--- src/design/pwfp_pkg.sv ---
// ----------------------------------------------------------------------------
// pwfp_pkg - shared types and codes for the protobuf wire field parser
// Item structs for both ports, the front-to-back token and the result codes.
// ----------------------------------------------------------------------------
package pwfp_pkg;

	// depth of the queue between front and back
	localparam int QDEPTH = 4;
	localparam int QPTR_W = $clog2(QDEPTH);
	localparam int QCNT_W = $clog2(QDEPTH + 1);

	// result kinds
	localparam logic [1:0] KIND_SCALAR  = 2'd0;
	localparam logic [1:0] KIND_HEADER  = 2'd1;
	localparam logic [1:0] KIND_PAYLOAD = 2'd2;
	localparam logic [1:0] KIND_ERROR   = 2'd3;

	// error codes
	localparam logic [1:0] ERR_NONE      = 2'd0;
	localparam logic [1:0] ERR_TRUNCATED = 2'd1;
	localparam logic [1:0] ERR_TOO_LONG  = 2'd2;
	localparam logic [1:0] ERR_WIRE_TYPE = 2'd3;

	// wire types
	localparam logic [2:0] WT_VARINT  = 3'd0;
	localparam logic [2:0] WT_FIXED64 = 3'd1;
	localparam logic [2:0] WT_LEN     = 3'd2;
	localparam logic [2:0] WT_FIXED32 = 3'd5;

	// varint limit in bytes
	localparam logic [3:0] VARINT_MAX = 4'd10;

	typedef struct packed {
		logic [7:0] data_byte;
		logic       message_last;
	} in_item_t;

	typedef struct packed {
		logic [1:0]  kind;
		logic [31:0] field_number;
		logic [2:0]  wire_type;
		logic [63:0] value;
		logic [7:0]  payload_byte;
		logic        payload_last;
		logic [1:0]  error_code;
		logic        message_end;
	} out_item_t;

	// classified byte handed from front to back
	typedef struct packed {
		logic [6:0] bits7;  // varint data bits
		logic       more;   // varint continuation bit
		logic [7:0] raw;    // whole byte for fixed and payload use
		logic       last;   // final byte of the message
	} tok_t;

endpackage

--- src/design/pwfp_front.sv ---
// ----------------------------------------------------------------------------
// pwfp_front - byte intake and token queue
// Splits each byte into varint data and continuation bit and queues it.
// ----------------------------------------------------------------------------
module pwfp_front import pwfp_pkg::*; (
	input  logic     clk,
	input  logic     arst_n,
	input  logic     push,
	output logic     full,
	input  in_item_t data,
	output logic     tok_valid,
	output tok_t     tok,
	input  logic     tok_take
);

	tok_t              tok_q [QDEPTH];
	logic [QPTR_W-1:0] wr_ptr_q;
	logic [QPTR_W-1:0] rd_ptr_q;
	logic [QCNT_W-1:0] count_q;
	logic              wr_en;
	logic              rd_en;
	tok_t              tok_in;

	assign full      = (count_q == QCNT_W'(QDEPTH));
	assign tok_valid = (count_q != '0);
	assign tok       = tok_q[rd_ptr_q];
	assign wr_en     = push && !full;
	assign rd_en     = tok_take && tok_valid;

	always_comb begin
		tok_in.bits7 = data.data_byte[6:0];
		tok_in.more  = data.data_byte[7];
		tok_in.raw   = data.data_byte;
		tok_in.last  = data.message_last;
	end

	always_ff @(posedge clk or negedge arst_n) begin
		if (!arst_n) begin
			wr_ptr_q <= '0;
			rd_ptr_q <= '0;
			count_q  <= '0;
		end else begin
			if (wr_en) begin
				wr_ptr_q <= wr_ptr_q + 1'b1;
			end
			if (rd_en) begin
				rd_ptr_q <= rd_ptr_q + 1'b1;
			end
			case ({wr_en, rd_en})
				2'b10:   count_q <= count_q + 1'b1;
				2'b01:   count_q <= count_q - 1'b1;
				default: count_q <= count_q;
			endcase
		end
	end

	always_ff @(posedge clk) begin
		if (wr_en) begin
			tok_q[wr_ptr_q] <= tok_in;
		end
	end

	// occupancy never beyond depth
	a_count_bound: assert property (@(posedge clk) disable iff (!arst_n)
		count_q <= QCNT_W'(QDEPTH))
		else $error("front queue overfilled");

	// a write into a non-full queue with no read raises the count by one
	a_count_step: assert property (@(posedge clk) disable iff (!arst_n)
		(wr_en && !rd_en) |=> (count_q == $past(count_q) + 1'b1))
		else $error("front queue count out of step");

endmodule

--- src/design/pwfp_back.sv ---
// ----------------------------------------------------------------------------
// pwfp_back - field decoder and result register
// Runs the tag, varint, fixed and payload phases on each token.
// ----------------------------------------------------------------------------
module pwfp_back import pwfp_pkg::*; (
	input  logic      clk,
	input  logic      arst_n,
	input  logic      tok_valid,
	input  tok_t      tok,
	output logic      tok_take,
	output logic      empty,
	input  logic      pop,
	output out_item_t result
);

	typedef enum logic [2:0] {
		PH_TAG,
		PH_VARINT,
		PH_FIX64,
		PH_FIX32,
		PH_LEN,
		PH_PAYLOAD,
		PH_DISCARD
	} phase_t;

	phase_t      phase_q, phase_n;
	logic [63:0] acc_q, acc_n;
	logic [3:0]  cnt_q, cnt_n;
	logic [31:0] fld_q, fld_n;
	logic [2:0]  wire_q, wire_n;
	logic [63:0] rem_q, rem_n;
	logic        out_valid_q;
	out_item_t   out_q;

	logic        fire;
	logic        has_res;
	out_item_t   res;

	// varint step
	logic [6:0]  vshamt;
	logic [63:0] acc_v;
	logic [3:0]  cnt_v;
	logic        v_long, v_done;
	// fixed step
	logic [63:0] acc_f;
	logic [3:0]  need;
	// payload step
	logic [63:0] rem_d;
	logic        plast;
	// outcome flags
	logic        do_fail;
	logic [1:0]  fail_code;
	logic        do_clear;

	assign empty    = !out_valid_q;
	assign result   = out_q;
	assign fire     = tok_valid && (!out_valid_q || pop);
	assign tok_take = fire;

	always_comb begin
		vshamt = 7'(cnt_q) * 7'd7;
		acc_v  = acc_q | ({57'd0, tok.bits7} << vshamt);
		cnt_v  = cnt_q + 4'd1;
		v_long = (cnt_q > 4'd9) || (tok.more && (cnt_v >= VARINT_MAX));
		v_done = !v_long && !tok.more;
		acc_f  = acc_q;
		if (cnt_q < 4'd8) begin
			acc_f = acc_q | ({56'd0, tok.raw} << {cnt_q[2:0], 3'b000});
		end
		need  = (phase_q == PH_FIX64) ? 4'd8 : 4'd4;
		rem_d = (rem_q != 64'd0) ? rem_q - 64'd1 : 64'd0;
		plast = (rem_d == 64'd0);
	end

	always_comb begin
		phase_n   = phase_q;
		acc_n     = acc_q;
		cnt_n     = cnt_q;
		fld_n     = fld_q;
		wire_n    = wire_q;
		rem_n     = rem_q;
		has_res   = 1'b0;
		do_fail   = 1'b0;
		fail_code = ERR_NONE;
		do_clear  = 1'b0;
		res       = '0;

		case (phase_q)
			PH_TAG, PH_VARINT, PH_LEN: begin
				if (v_long) begin
					do_fail   = 1'b1;
					fail_code = ERR_TOO_LONG;
				end else if (!v_done) begin
					acc_n = acc_v;
					cnt_n = cnt_v;
					if (tok.last) begin
						do_fail   = 1'b1;
						fail_code = ERR_TRUNCATED;
					end
				end else if (phase_q == PH_TAG) begin
					fld_n  = acc_v[34:3];
					wire_n = acc_v[2:0];
					acc_n  = '0;
					cnt_n  = '0;
					case (acc_v[2:0])
						WT_VARINT:  phase_n = PH_VARINT;
						WT_FIXED64: phase_n = PH_FIX64;
						WT_LEN:     phase_n = PH_LEN;
						WT_FIXED32: phase_n = PH_FIX32;
						default: begin
							do_fail   = 1'b1;
							fail_code = ERR_WIRE_TYPE;
						end
					endcase
					if (!do_fail && tok.last) begin
						do_fail   = 1'b1;
						fail_code = ERR_TRUNCATED;
					end
				end else if (phase_q == PH_VARINT) begin
					has_res   = 1'b1;
					res.kind  = KIND_SCALAR;
					res.value = acc_v;
					do_clear  = 1'b1;
				end else if (acc_v == 64'd0) begin
					// empty payload: header alone
					has_res  = 1'b1;
					res.kind = KIND_HEADER;
					do_clear = 1'b1;
				end else if (tok.last) begin
					do_fail   = 1'b1;
					fail_code = ERR_TRUNCATED;
				end else begin
					has_res   = 1'b1;
					res.kind  = KIND_HEADER;
					res.value = acc_v;
					rem_n     = acc_v;
					acc_n     = '0;
					cnt_n     = '0;
					phase_n   = PH_PAYLOAD;
				end
			end
			PH_FIX64, PH_FIX32: begin
				if (cnt_v >= need) begin
					has_res   = 1'b1;
					res.kind  = KIND_SCALAR;
					res.value = acc_f;
					do_clear  = 1'b1;
				end else begin
					acc_n = acc_f;
					cnt_n = cnt_v;
					if (tok.last) begin
						do_fail   = 1'b1;
						fail_code = ERR_TRUNCATED;
					end
				end
			end
			PH_PAYLOAD: begin
				if (!plast && tok.last) begin
					do_fail   = 1'b1;
					fail_code = ERR_TRUNCATED;
				end else begin
					has_res          = 1'b1;
					res.kind         = KIND_PAYLOAD;
					res.payload_byte = tok.raw;
					res.payload_last = plast;
					rem_n            = rem_d;
					do_clear         = plast;
				end
			end
			PH_DISCARD: begin
				do_clear = tok.last;
			end
			default: begin
				do_clear = 1'b1;
			end
		endcase

		if (do_fail) begin
			has_res        = 1'b1;
			res            = '0;
			res.kind       = KIND_ERROR;
			res.error_code = fail_code;
			if (tok.last) begin
				do_clear = 1'b1;
			end else begin
				phase_n = PH_DISCARD;
			end
		end
		res.field_number = fld_n;
		res.wire_type    = wire_n;
		res.message_end  = tok.last;

		if (do_clear) begin
			phase_n = PH_TAG;
			acc_n   = '0;
			cnt_n   = '0;
			fld_n   = '0;
			wire_n  = '0;
			rem_n   = '0;
		end
	end

	always_ff @(posedge clk or negedge arst_n) begin
		if (!arst_n) begin
			phase_q     <= PH_TAG;
			acc_q       <= '0;
			cnt_q       <= '0;
			fld_q       <= '0;
			wire_q      <= '0;
			rem_q       <= '0;
			out_valid_q <= 1'b0;
		end else begin
			if (fire) begin
				phase_q <= phase_n;
				acc_q   <= acc_n;
				cnt_q   <= cnt_n;
				fld_q   <= fld_n;
				wire_q  <= wire_n;
				rem_q   <= rem_n;
			end
			if (fire && has_res) begin
				out_valid_q <= 1'b1;
			end else if (pop) begin
				out_valid_q <= 1'b0;
			end
		end
	end

	always_ff @(posedge clk) begin
		if (fire && has_res) begin
			out_q <= res;
		end
	end

	// an error result always carries a cause
	a_err_code: assert property (@(posedge clk) disable iff (!arst_n)
		(out_valid_q && out_q.kind == KIND_ERROR) |-> (out_q.error_code != ERR_NONE))
		else $error("error result without code");

	// payload_last only on payload bytes
	a_plast_kind: assert property (@(posedge clk) disable iff (!arst_n)
		(out_valid_q && out_q.payload_last) |-> (out_q.kind == KIND_PAYLOAD))
		else $error("payload_last outside payload");

	// a discarded byte never leaves a result behind
	a_discard_quiet: assert property (@(posedge clk) disable iff (!arst_n)
		(fire && phase_q == PH_DISCARD) |=> !out_valid_q)
		else $error("result produced while discarding");

	// payload phase always has bytes still owed
	a_rem_live: assert property (@(posedge clk) disable iff (!arst_n)
		(phase_q == PH_PAYLOAD) |-> (rem_q != 64'd0))
		else $error("payload phase with nothing remaining");

endmodule

--- src/design/protobuf_wire_field_parser_top.sv ---
// ----------------------------------------------------------------------------
// protobuf_wire_field_parser_top - streaming protobuf wire-format decoder
// Byte-wide intake queue feeding a field decoder with a one-item result
// register; one result item at most per message byte.
// ----------------------------------------------------------------------------
//
//  channel   handshake        payload      notes
//  -------   --------------   ----------   --------------------------------
//  input     push / full      data         one message byte plus last mark
//  result    empty / pop      result       scalar, header, payload or error
//
// Sustained rate is one byte per cycle while the result register is not held;
// the decoder handles each byte with a 64-bit shift-or or a 64-bit decrement
// and compare. A pushed byte is first written into the 4-entry queue, then
// the decoder runs on it into the result register.
// When the result register is held (empty low, no pop) the decoder pauses;
// the queue keeps taking bytes until it holds four, then full rises.
// Bytes that give no result (tag bytes, inner varint bytes) also wait while a
// result is held and pass only once the register drains, so stalls stay in order.
// arst_n clears queue pointers, decoder phase and the result-valid flag.
//
module protobuf_wire_field_parser_top import pwfp_pkg::*; (
	input  logic      clk,
	input  logic      arst_n,
	input  logic      push,
	output logic      full,
	input  in_item_t  data,
	output logic      empty,
	input  logic      pop,
	output out_item_t result
);

	logic tok_valid;
	tok_t tok;
	logic tok_take;

	// front: classify each byte and buffer it
	pwfp_front u_front (
		.clk       (clk),
		.arst_n    (arst_n),
		.push      (push),
		.full      (full),
		.data      (data),
		.tok_valid (tok_valid),
		.tok       (tok),
		.tok_take  (tok_take)
	);

	// back: field decoding and the result register
	pwfp_back u_back (
		.clk       (clk),
		.arst_n    (arst_n),
		.tok_valid (tok_valid),
		.tok       (tok),
		.tok_take  (tok_take),
		.empty     (empty),
		.pop       (pop),
		.result    (result)
	);

endmodule

--- config.mk ---
export PLATFORM = sky130hd
export DESIGN_NAME = protobuf_wire_field_parser_top
export DESIGN_NICKNAME = d
export VERILOG_FILES = /design/src/design/pwfp_pkg.sv /design/src/design/pwfp_front.sv /design/src/design/pwfp_back.sv /design/src/design/protobuf_wire_field_parser_top.sv
export SDC_FILE = /design/constraint.sdc
export NUM_CORES = 1
export LEC_CHECK = 0
export ABC_AREA = 1
export BUFFER_PORTS_ARGS = -buffer_cell sky130_fd_sc_hd__buf_2
export CORE_MARGIN = 10
export CORE_UTILIZATION = 60
export CTS_CLUSTER_SIZE = 30
export DETAILED_ROUTE_END_ITERATION = 7
export PLACE_DENSITY = 0.85
export SLEW_MARGIN = 20
export SYNTH_ARGS = -nofsm -noshare
export SYNTH_HDL_FRONTEND = slang
export SYNTH_SLANG_ARGS = --single-unit
--- constraint.sdc ---
create_clock -name clk -period 6.2 [get_ports clk]
set_clock_uncertainty 0.1 [all_clocks]
set_input_delay 0.93 -clock clk [delete_from_list [all_inputs] [get_ports clk]]
set_output_delay 0.93 -clock clk [all_outputs]
set_load 0.005 [all_outputs]
## After elaboration in Yosys (flattened, before gate mapping)

Memories as Yosys holds them, arrays and structs flattened.
Cells that the tools add are included.

| word-level totals | value |
|---|---|
| bits of input ports | 13 |
| register bits | 291 |
| memories kept | 1 |
| RAM bits | 68 |
| output and inout port bits | 115 |
| word-level logic and storage cells | 207 |

| operators by class | value |
|---|---|
| bitwise operators | 3 |
| order comparisons | 4 |
| equal/unequal tests | 23 |
| shift operators | 2 |
| muxes and demuxes | 117 |
| $mul | 1 |
| reduce and logical (&&, ||, !) cells | 32 |
| $add $sub $neg | 6 |

Memory list:

| name | words | width | read ports | clocked after Yosys merged registers in | wr ports | RTL line | RTL |
|---|---|---|---|---|---|---|---|
| u_front.tok_q | 4 | 17 | 1 | 0 | 1 | pwfp_front.sv:16 | `tok_t tok_q [QDEPTH];` |

Operators by type and width:

| kind | number |
|---|---|
| 64-bit 2-to-1 mux | 25 |
| 64-bit case mux with 2 select lines | 3 |
| 32-bit 2-to-1 mux | 5 |
| 64-bit zero test | 2 |
| 64-bit OR | 2 |
| 64-bit nonzero test | 1 |
| 7-bit by 7-bit << shifter with 64-bit output | 1 |
| 8-bit by 6-bit << shifter with 64-bit output | 1 |
| 64-bit by 1-bit subtractor with 64-bit output (second input constant) | 1 |
| 3-bit 2-to-1 mux | 15 |
| 1-bit 2-to-1 mux | 38 |
| 4-bit 2-to-1 mux | 9 |
| 2-bit 2-to-1 mux | 14 |
| 3-bit == test (second input constant) | 5 |
| 3-bit by 2-bit != test with 1-bit output (second input constant) | 5 |
| 5-bit != test (second input constant) | 3 |
| 3-bit case mux with 4 select lines | 1 |
| 3-bit by 2-bit == test with 1-bit output (second input constant) | 3 |
| 9-bit AND reduction | 1 |
| 3-bit nonzero test | 3 |
| 1-bit logical AND | 8 |
| 4-bit case mux with 2 select lines | 1 |
| 4-bit by 3-bit multiplier with 7-bit output (second input constant) | 1 |
| 7-bit AND reduction | 1 |
| other kinds (26) | 39 |

## Logic depth before layout (Yosys ltp)

Gate-level depths: netlist (run 1).

| depth | value |
|---|---|
| depth after elaboration | 20 |
| mapped depth | 24 |
| mapped depth without buffers | 23 |

## Modules after synthesis

From an unflattened synthesis (run 1), not the netlist that was laid out.

| second synthesis, totals | value |
|---|---|
| cells, all modules | 2731 |
| area, all modules | 19936.6 sq um |

Modules (own cells, without submodules):

| module | sequential area each (sq um) | area an instance (sq um) | times used | cells each |
|---|---|---|---|---|
| pwfp_back | 7672.4 | 17884.7 | 1 | 2558 |
| pwfp_front | 1256.2 | 2052.0 | 1 | 173 |

## Worst setup path after synthesis (run 1)

Ideal clock, no wire load.

| timing | value |
|---|---|
| path kind | register to register |
| from | reg u_back.cnt_q[1] |
| to | reg u_back.out_q (netlist bit u_back.result[0]), enable pin |
| buffers on the path | 2 |
| data required time | 5634 ps |
| library setup time | 466 ps |
| stages on the path, launching flop included | 17 |
| period minus slack after synthesis | 5203 ps |
| setup slack | 997 ps |
| arrival time | 4637 ps |
| cells stage by stage | dfrtp_1 > inv_1 > buf_2 > buf_1 > ha_1 > o21ai_0 > nand2_1 > inv_1 > nor2_1 > nand2_1 > nor2_1 > nand2_1 > nand2_1 > nor2_1 > nand3_1 > nand2_1 > inv_1 |

| on the way | value |
|---|---|
| longest elaborated chain between the ends | 19 |
| elaborated cells on any way between the ends | 41 |
| classes of those cells | add/sub (1); mul (1); order compare (3); eq/ne (3); shift (1); mux (21); bitwise (1); reduce/logical (10) |

Ends and longest elaborated chain:

| item | RTL line | RTL |
|---|---|---|
| start: declaration | pwfp_back.sv:28 | `logic [3:0] cnt_q, cnt_n;` |
| start signal: assignment | pwfp_back.sv:216 | `cnt_q <= cnt_n;` |
| 4-bit by 3-bit multiplier with 7-bit output | pwfp_back.sv:61 | `vshamt = 7'(cnt_q) * 7'd7;` |
| 7-bit by 7-bit << shifter with 64-bit output | pwfp_back.sv:62 | `acc_v = acc_q \| ({57'd0, tok.bits7} << vshamt);` |
| 64-bit OR | pwfp_back.sv:62 |  |
| 3-bit by 1-bit == test with 1-bit output (tied with other cells) | pwfp_back.sv:105 | `case (acc_v[2:0])` |
| 4-bit OR reduction (no source line) | -- |  |
| 1-bit 2-to-1 mux | pwfp_back.sv:105 |  |
| 1-bit 2-to-1 mux | pwfp_back.sv:100 | `end else if (phase_q == PH_TAG) begin` |
| 1-bit 2-to-1 mux | pwfp_back.sv:93 | `end else if (!v_done) begin` |
| (+3 left out) | -- |  |
| 1-bit logical AND | pwfp_back.sv:115 | `if (!do_fail && tok.last) begin` |
| 1-bit 2-to-1 mux | pwfp_back.sv:115 |  |
| 1-bit 2-to-1 mux | pwfp_back.sv:100 |  |
| 1-bit 2-to-1 mux | pwfp_back.sv:93 |  |
| 1-bit 2-to-1 mux | pwfp_back.sv:90 | `if (v_long) begin` |
| 1-bit case mux with 3 select lines | pwfp_back.sv:88 | `case (phase_q)` |
| 1-bit 2-to-1 mux * | pwfp_back.sv:178 | `if (do_fail) begin` |
| 1-bit logical AND * | pwfp_back.sv:230 | `if (fire && has_res) begin` |
| end signal: assignment | pwfp_back.sv:231 | `out_q <= res;` |
| end: declaration | pwfp_back.sv:33 | `out_item_t out_q;` |

Every way passes the cells marked *; elsewhere a longest branch is shown, timed or not. The select of a mux whose other input is x is not followed.
A chain may end at the register's enable or synchronous reset.

## Worst setup path after layout (run 1)

| timing | value |
|---|---|
| from | reg u_front.rd_ptr_q[0] |
| to | reg u_back.out_q (netlist bit u_back.result[73]), data pin |

| on the way | value |
|---|---|
| longest elaborated chain between the ends | 17 |
| elaborated cells on any way between the ends | 43 |
| classes of those cells | eq/ne (3); shift (2); mux (24); bitwise (2); reduce/logical (11); memory (1) |

Ends and longest elaborated chain:

| item | RTL line | RTL |
|---|---|---|
| start: declaration | pwfp_front.sv:18 | `logic [QPTR_W-1:0] rd_ptr_q;` |
| start signal: assignment | pwfp_front.sv:47 | `rd_ptr_q <= rd_ptr_q + 1'b1;` |
| memory read 4 x 17 bit * | -- |  |
| 7-bit by 7-bit << shifter with 64-bit output | pwfp_back.sv:62 |  |
| 64-bit OR | pwfp_back.sv:62 |  |
| 3-bit by 1-bit == test with 1-bit output (tied with other cells) | pwfp_back.sv:105 |  |
| 4-bit OR reduction (no source line) | -- |  |
| 1-bit 2-to-1 mux | pwfp_back.sv:105 |  |
| 1-bit 2-to-1 mux | pwfp_back.sv:100 |  |
| 1-bit 2-to-1 mux | pwfp_back.sv:93 |  |
| 1-bit 2-to-1 mux | pwfp_back.sv:90 |  |
| 1-bit 2-to-1 mux | pwfp_back.sv:88 |  |
| 1-bit zero test | pwfp_back.sv:115 |  |
| 1-bit logical AND | pwfp_back.sv:115 |  |
| 1-bit 2-to-1 mux | pwfp_back.sv:115 |  |
| 1-bit 2-to-1 mux | pwfp_back.sv:100 |  |
| 1-bit 2-to-1 mux | pwfp_back.sv:93 |  |
| 1-bit 2-to-1 mux | pwfp_back.sv:90 |  |
| 1-bit case mux with 3 select lines | pwfp_back.sv:88 |  |

Marked as above.

==> out/metrics.cfg, run 1 <==
[drt]
dr.pass1.iters=6
dr_total_vias=19800
drt-initial-drc-count=2725
wire_per_inst_um=21.4
met1Wirelength_mm=27.0
top_layer=met4
wl_met3_mm=7.52
wl_met2_mm=31.7
vias_per_cell=6.09
wl_mm=69.6
drc_errors=0
ant_nets=0

[floorplan]
rows=66
core_um2=32500
initial_core_util_pct=60.7
io_pins=128
fp.dieH_um=201
dieArea_um2=40500
die_x_um=201

[timing]
finalCritPeriodShare_pct=86.1
fin_crit_ps=5340
grt_setup_unrepaired=no
max_freq_ghz=0.187
timing.slew.headroom_pct=22.2
finalSetupViolations=0
final_max_slew_viol_count=0
finalSetupTns_ps=0
worstMarginPinSlew_ps=1170
hold_viol=0

[cells_and_area]
layout_common_cells=nand2_1 (911), inv_1 (338), nor2_1 (317)
fillCellCount=2761
syn2layout_area_growth_pct=9.91
nets=2810
layout-drive-gt1-share_pct=8.85
layout_commonest_cell=nand2_1
antenna_cells=0

[yosys]
ys_seq_area_share_pct=45.3
synth_cell_types=42
ys_ff_latch=327
syn_avg_cell_area_um2=7.21
syn_nets=2760
ys_warn_count=0
synthCells=2734
synthesis.area_um2=19700

[setup_path]
cp_top_family=simple AND/OR/NAND/NOR gates
crit_path_frequent_cell=nand2_1
critical_path_class=reg -> reg
max_stage_delay_ps=850
endpoint_kind=flip-flop
cp_max_fo=55
ff2ff_setup_slack_ps=860
cp_num_buf_inv=2
cp.required_ps=6420
setup.worst_path.start_class=flip-flop
cp_slowest_cell=dfrtp_1
path_cells=inv_2 -> nand2_1 -> nand3_1 -> nand2_1 -> nand4_1 -> nand2_1 -> nor2_1 -> nand2_1 -> nor2_1 -> nand3_1 -> nor2_1 -> nand2_2 -> nand2_1 -> a21oi_1 -> inv_2 -> o21ai_0
cp.arrival_ps=5560

[clocking]
postCtsSetupRepairBufs=0
cts-root-buf=clkbuf_16
cts_resized=0
htreeDepth=2
ctsHoldBuffers=0
tritoncts=built
clkLatencyLatePin_ps=560
numCtsBuffers=36
cts_sinks=327
path_clk_slew_ps=60
clockBufferDepth=3

[placement]
port_buffers=127
dp_hpwl_mm=48.3
finalWeightedCongestion=1.02

[global_routing]
grt_start_max_net_pins=141
grt_pass1_wl_mm=107
antenna_found_initial=0
grt_pass1_vias=18600
gr-total-overflow=0
track_usage_pct=33.3

[run_status]
status=completed

[hold_path]
hold_path_class=in -> async

[flow_run]
timing.max_cap.violations=0

[sequential cells by signal, indices dropped and copies added, names as in the netlist]
register,flops
u_back.acc_q,64
u_back.cnt_q,4
u_back.fld_q,32
u_back.out_valid_q,1
u_back.phase_q,3
u_back.rem_q,64
u_back.result,113
u_back.wire_q,3
u_front.count_q,3
u_front.rd_ptr_q,2
u_front.tok_q,36
u_front.wr_ptr_q,2
[worst register-to-register path, cell delays in order, from the launching register on]
cell	delay, ps
dfrtp_1	850
inv_2	340
nand2_1	140
nand3_1	90
nand2_1	510
nand4_1	390
nand2_1	250
nor2_1	70
nand2_1	60
nor2_1	80
nand3_1	100
nor2_1	60
nand2_2	100
nand2_1	80
a21oi_1	610
inv_2	660
o21ai_0	620
[synthesized netlist by cell type]
master / n / area share [%]
o21ai_1: 1 / 0.025
a32oi_1: 1 / 0.044
o22ai_1: 103 / 3.3
clkinv_1: 7 / 0.13
and2_1: 4 / 0.13
inv_1: 339 / 6.5
dfrtp_1: 178 / 23
buf_4: 11 / 0.42
ha_1: 12 / 0.76
nand3_2: 2 / 0.10
xor2_1: 12 / 0.53
buf_1: 6 / 0.11
nor3_1: 6 / 0.15
o211ai_1: 1 / 0.038
nand3_1: 149 / 3.8
o21ai_0: 124 / 3.1
fa_1: 1 / 0.10
or2_2: 6 / 0.19
o21ai_4: 1 / 0.083
nand3_4: 1 / 0.089
edfxtp_1: 149 / 23
nand2_2: 2 / 0.063
inv_2: 11 / 0.21
nand3b_1: 2 / 0.076
nor3_2: 2 / 0.10
clkbuf_1: 70 / 1.3
xnor2_1: 3 / 0.13
o21bai_1: 11 / 0.42
nor2_1: 318 / 6.1
buf_2: 45 / 1.1
a31oi_1: 2 / 0.063
nand4_2: 3 / 0.19
nor2_4: 2 / 0.11
buf_6: 10 / 0.57
a22o_1: 2 / 0.089
nand4_1: 186 / 5.9
a21o_1: 7 / 0.27
a21oi_4: 1 / 0.083
nand2_1: 912 / 17
a21oi_1: 18 / 0.46
a22oi_1: 6 / 0.23
nor2_2: 7 / 0.22
[final cells by class]
| cell class | instances | area (um^2) | area share, % |
|---|---|---|---|
| tap | 442 | 553 | 2.55 |
| inverter | 357 | 1340 | 6.20 |
| clock buffer | 52 | 1040 | 4.82 |
| sequential | 327 | 8930 | 41.2 |
| timing repair buffer | 154 | 886 | 4.09 |
| multi-input combinational | 1908 | 8750 | 40.4 |
| clock inverter | 14 | 154 | 0.711 |
[worst paths after layout]
check                                    startpoint                   to  cells after the start
worst min-delay path                         arst_n     u_back.rem_q[62]                      1
worst max register to register  u_front.rd_ptr_q[0]    u_back.result[73]                     16
worst min register to register      u_back.rem_q[1]      u_back.rem_q[1]                      2
worst max-delay path            u_front.rd_ptr_q[0]    u_back.result[73]                     16
min in group clk                    u_back.rem_q[1]      u_back.rem_q[1]                      2
max in group asynchronous                    arst_n  u_front.wr_ptr_q[0]                      2
[layer usage]
metal | vias to the layer above | GRT usage (%)
met5 | - | 0
met4 | 0 | 15.2
met3 | 230 | 6.23
met2 | 1264 | 52.1
met1 | 9321 | 44.3
li1 | 9015 | -
[through the flow]
| step | setup slack [ps] | utilization, % | area (um^2) | instances | hold WS [ps] |
|---|---|---|---|---|---|
| after floorplan | 997 | - | 19700 | 2734 | 342 |
| after global placement | 1140 | 63.0 | 20500 | 3188 | 360 |
| after detailed placement | 1100 | 63.0 | 20500 | 3188 | 360 |
| after CTS | 1080 | 66.7 | 21700 | 3254 | 374 |
| after global routing | 641 | 66.7 | 21700 | 3254 | 400 |
| final | 861 | 66.7 | 21700 | 3254 | 361 |
[kinds of logic after synthesis]
logic type | Yosys count | share of synthesized area, %
and+or+nand+nor | 1602 | 34.6
buffers and inverters | 499 | 10.4
DFF | 327 | 45.3
AOI/OAI and AO/OA | 278 | 8.22
xor gates and xnor gates | 15 | 0.667
adders and majority gates | 13 | 0.864
Power of run 1 is left out: the tool's default activity adds up to more than one toggle a clock period on the data nets, which glitch-free logic cannot reach.
==> run 2, diff against run 1 <==
- REMOVE_ABC_BUFFERS: unset -> 1
==> run 2 against run 1 <==
Against the previous run: cell count is essentially flat; non-clock buffer count fell by 2; via count is 1.1% higher; largest cell class unchanged.
==> out/metrics.cfg, run 2 (synthesis gave the netlist of run 1 again) <==
[clocking]
clkLatencyLatePin_ps=560  ; about the same
numCtsBuffers=37  ; was 36
htreeDepth=2  ; unchanged
postCtsSetupRepairBufs=0  ; unchanged
path_clk_slew_ps=70  ; was 60 ps
tritoncts=built  ; unchanged
clockBufferDepth=3  ; unchanged
cts-root-buf=clkbuf_16  ; unchanged
cts_sinks=327  ; unchanged
cts_resized=0  ; unchanged
ctsHoldBuffers=0  ; unchanged

[floorplan]
fp.dieH_um=201  ; unchanged
rows=66  ; unchanged
initial_core_util_pct=60.7  ; unchanged
dieArea_um2=40500  ; unchanged
io_pins=128  ; unchanged
die_x_um=201  ; unchanged
core_um2=32500  ; unchanged

[cells_and_area]
nets=2809  ; was 2810
layout-drive-gt1-share_pct=8.93  ; was 8.85%
largest_reg_flops=113  ; unchanged
fillCellCount=2765  ; was 2761
fin_util_pct=66.9  ; was 66.7%
layout_common_cells=nand2_1 (911), inv_1 (337), nor2_1 (318)  ; was nand2_1 (911), inv_1 (338), nor2_1 (317)
syn2layout_area_growth_pct=10.2  ; was 9.91%
layout_commonest_cell=nand2_1  ; unchanged

[setup_path]
setup.worst_path.start_class=flip-flop  ; unchanged
cp.arrival_ps=5130  ; was 5560 ps
cp_max_fo=113  ; was 55
cp.required_ps=6230  ; was 6420 ps
endpoint_kind=flip-flop  ; unchanged
critical_path_class=reg -> reg  ; unchanged

[drt]
drc_errors=0  ; unchanged
dr_total_vias=20000  ; was 19800
drt-initial-drc-count=2869  ; was 2725
wire_per_inst_um=21.1  ; was 21.4 um
ant_nets=0  ; unchanged
wl_mm=68.6  ; was 69.6 mm
dr.pass1.iters=8  ; was 6
vias_per_cell=6.16  ; was 6.09

[timing]
hold_viol=0  ; unchanged
final_max_slew_viol_count=0  ; unchanged
max_freq_ghz=0.196  ; was 0.187 GHz
timing.slew.headroom_pct=23.7  ; was 22.2%
finalCritPeriodShare_pct=82.2  ; was 86.1%
fin_crit_ps=5100  ; was 5340 ps
finalSetupViolations=0  ; unchanged
worstMarginPinSlew_ps=1140  ; was 1170 ps
grt_setup_unrepaired=no  ; unchanged

[global_routing]
antenna_found_initial=1  ; was 0
grt_start_max_net_pins=152  ; was 141
grt-busiest-layer=met2  ; unchanged
grtUsageMet1_pct=44.5  ; was 44.3%
gr-total-overflow=0  ; unchanged
track_usage_pct=32.8  ; was 33.3%
use_met3_pct=6.12  ; was 6.23%
grt_pass1_wl_mm=107  ; about the same
use_met2_pct=49.4  ; was 52.1%
grt_pass1_vias=18900  ; was 18600

[placement]
dp_hpwl_mm=46.7  ; was 48.3 mm
finalWeightedCongestion=1.03  ; was 1.02
port_buffers=127  ; unchanged

[hold_path]
hold_path_class=in -> async  ; unchanged

[run_status]
status=completed  ; unchanged

[flow_run]
timing.max_cap.violations=0  ; unchanged

## run 2: cell count changes in the layout (fill, tap and decap cells not counted), sizes merged
cell and delta:
clkinvlp +2, clkbuf -1, buf -2, clkinv -1, inv +1, diode +2
## run 2: metrics by stage
| stage | TNS (ps) | hold slack, ps | setup slack, ps | std cells | cell area, um^2 |
|---|---|---|---|---|---|
| 2_1_floorplan | -864210 | 342 | -4010 | 2592 | 19000 |
| 3_3_place_gp | 0 | 362 | 1550 | 3186 | 20500 |
| 3_5_place_dp | 0 | 366 | 1420 | 3186 | 20500 |
| 4_1_cts | 0 | 161 | 1420 | 3253 | 21700 |
| 5_1_grt | 0 | 178 | 945 | 3254 | 21700 |
| 6_report | 0 | 151 | 1100 | 3255 | 21700 |
## run 2: worst paths after layout
check | start | to | slack (ps) | depth (start not counted)
worst min register to register | u_back.acc_q[13] | u_back.acc_q[13] | 380 | 2
min in group clk | u_back.acc_q[13] | u_back.acc_q[13] | 380 | 2
worst min-delay path | arst_n | u_back.rem_q[34] | 150 | 1
worst max register to register | u_front.rd_ptr_q[0] | u_back.result[62] | 1100 | 19
max in group asynchronous | arst_n | u_front.rd_ptr_q[1] | 4620 | 2
worst max-delay path | u_front.rd_ptr_q[0] | u_back.result[62] | 1100 | 19
## run 2: layout make-up
| class | count | area [um^2] | share of cell area, % |
|---|---|---|---|
| multi-input combinational | 1908 | 8750 | 40.3 |
| clock buffer | 51 | 1050 | 4.84 |
| clock inverter | 16 | 185 | 0.853 |
| antenna | 2 | 5.00 | 0.0231 |
| timing repair buffer | 152 | 892 | 4.11 |
| inverter | 357 | 1340 | 6.18 |
| sequential | 327 | 8930 | 41.1 |
| tap | 442 | 553 | 2.55 |
## run 2: critical path, stage by stage, from the launching register on
cell and delay, ps:
dfrtp_1 650, inv_2 400, nand2_1 110, nand3_1 130, nand2_1 390, nand4_1 260, nor2_1 60, nor2_1 470
inv_1 260, o21ai_0 550, nand4_1 170, nand2_1 100, inv_1 40, nand2_1 70, nand3_1 90, nand2_1 140
nand3_1 80, nand2_1 130, inv_4 50, buf_12 190
## run 2: per-layer routing
| layer | share of wire, % | vias to the layer above |
|---|---|---|
| li1 | - | 9003 |
| met1 | 39 | 9305 |
| met2 | 44 | 1467 |
| met3 | 12 | 270 |
| met4 | 5.9 | 0 |
| met5 | 0 | - |
Power of run 2 is left out for the same reason.
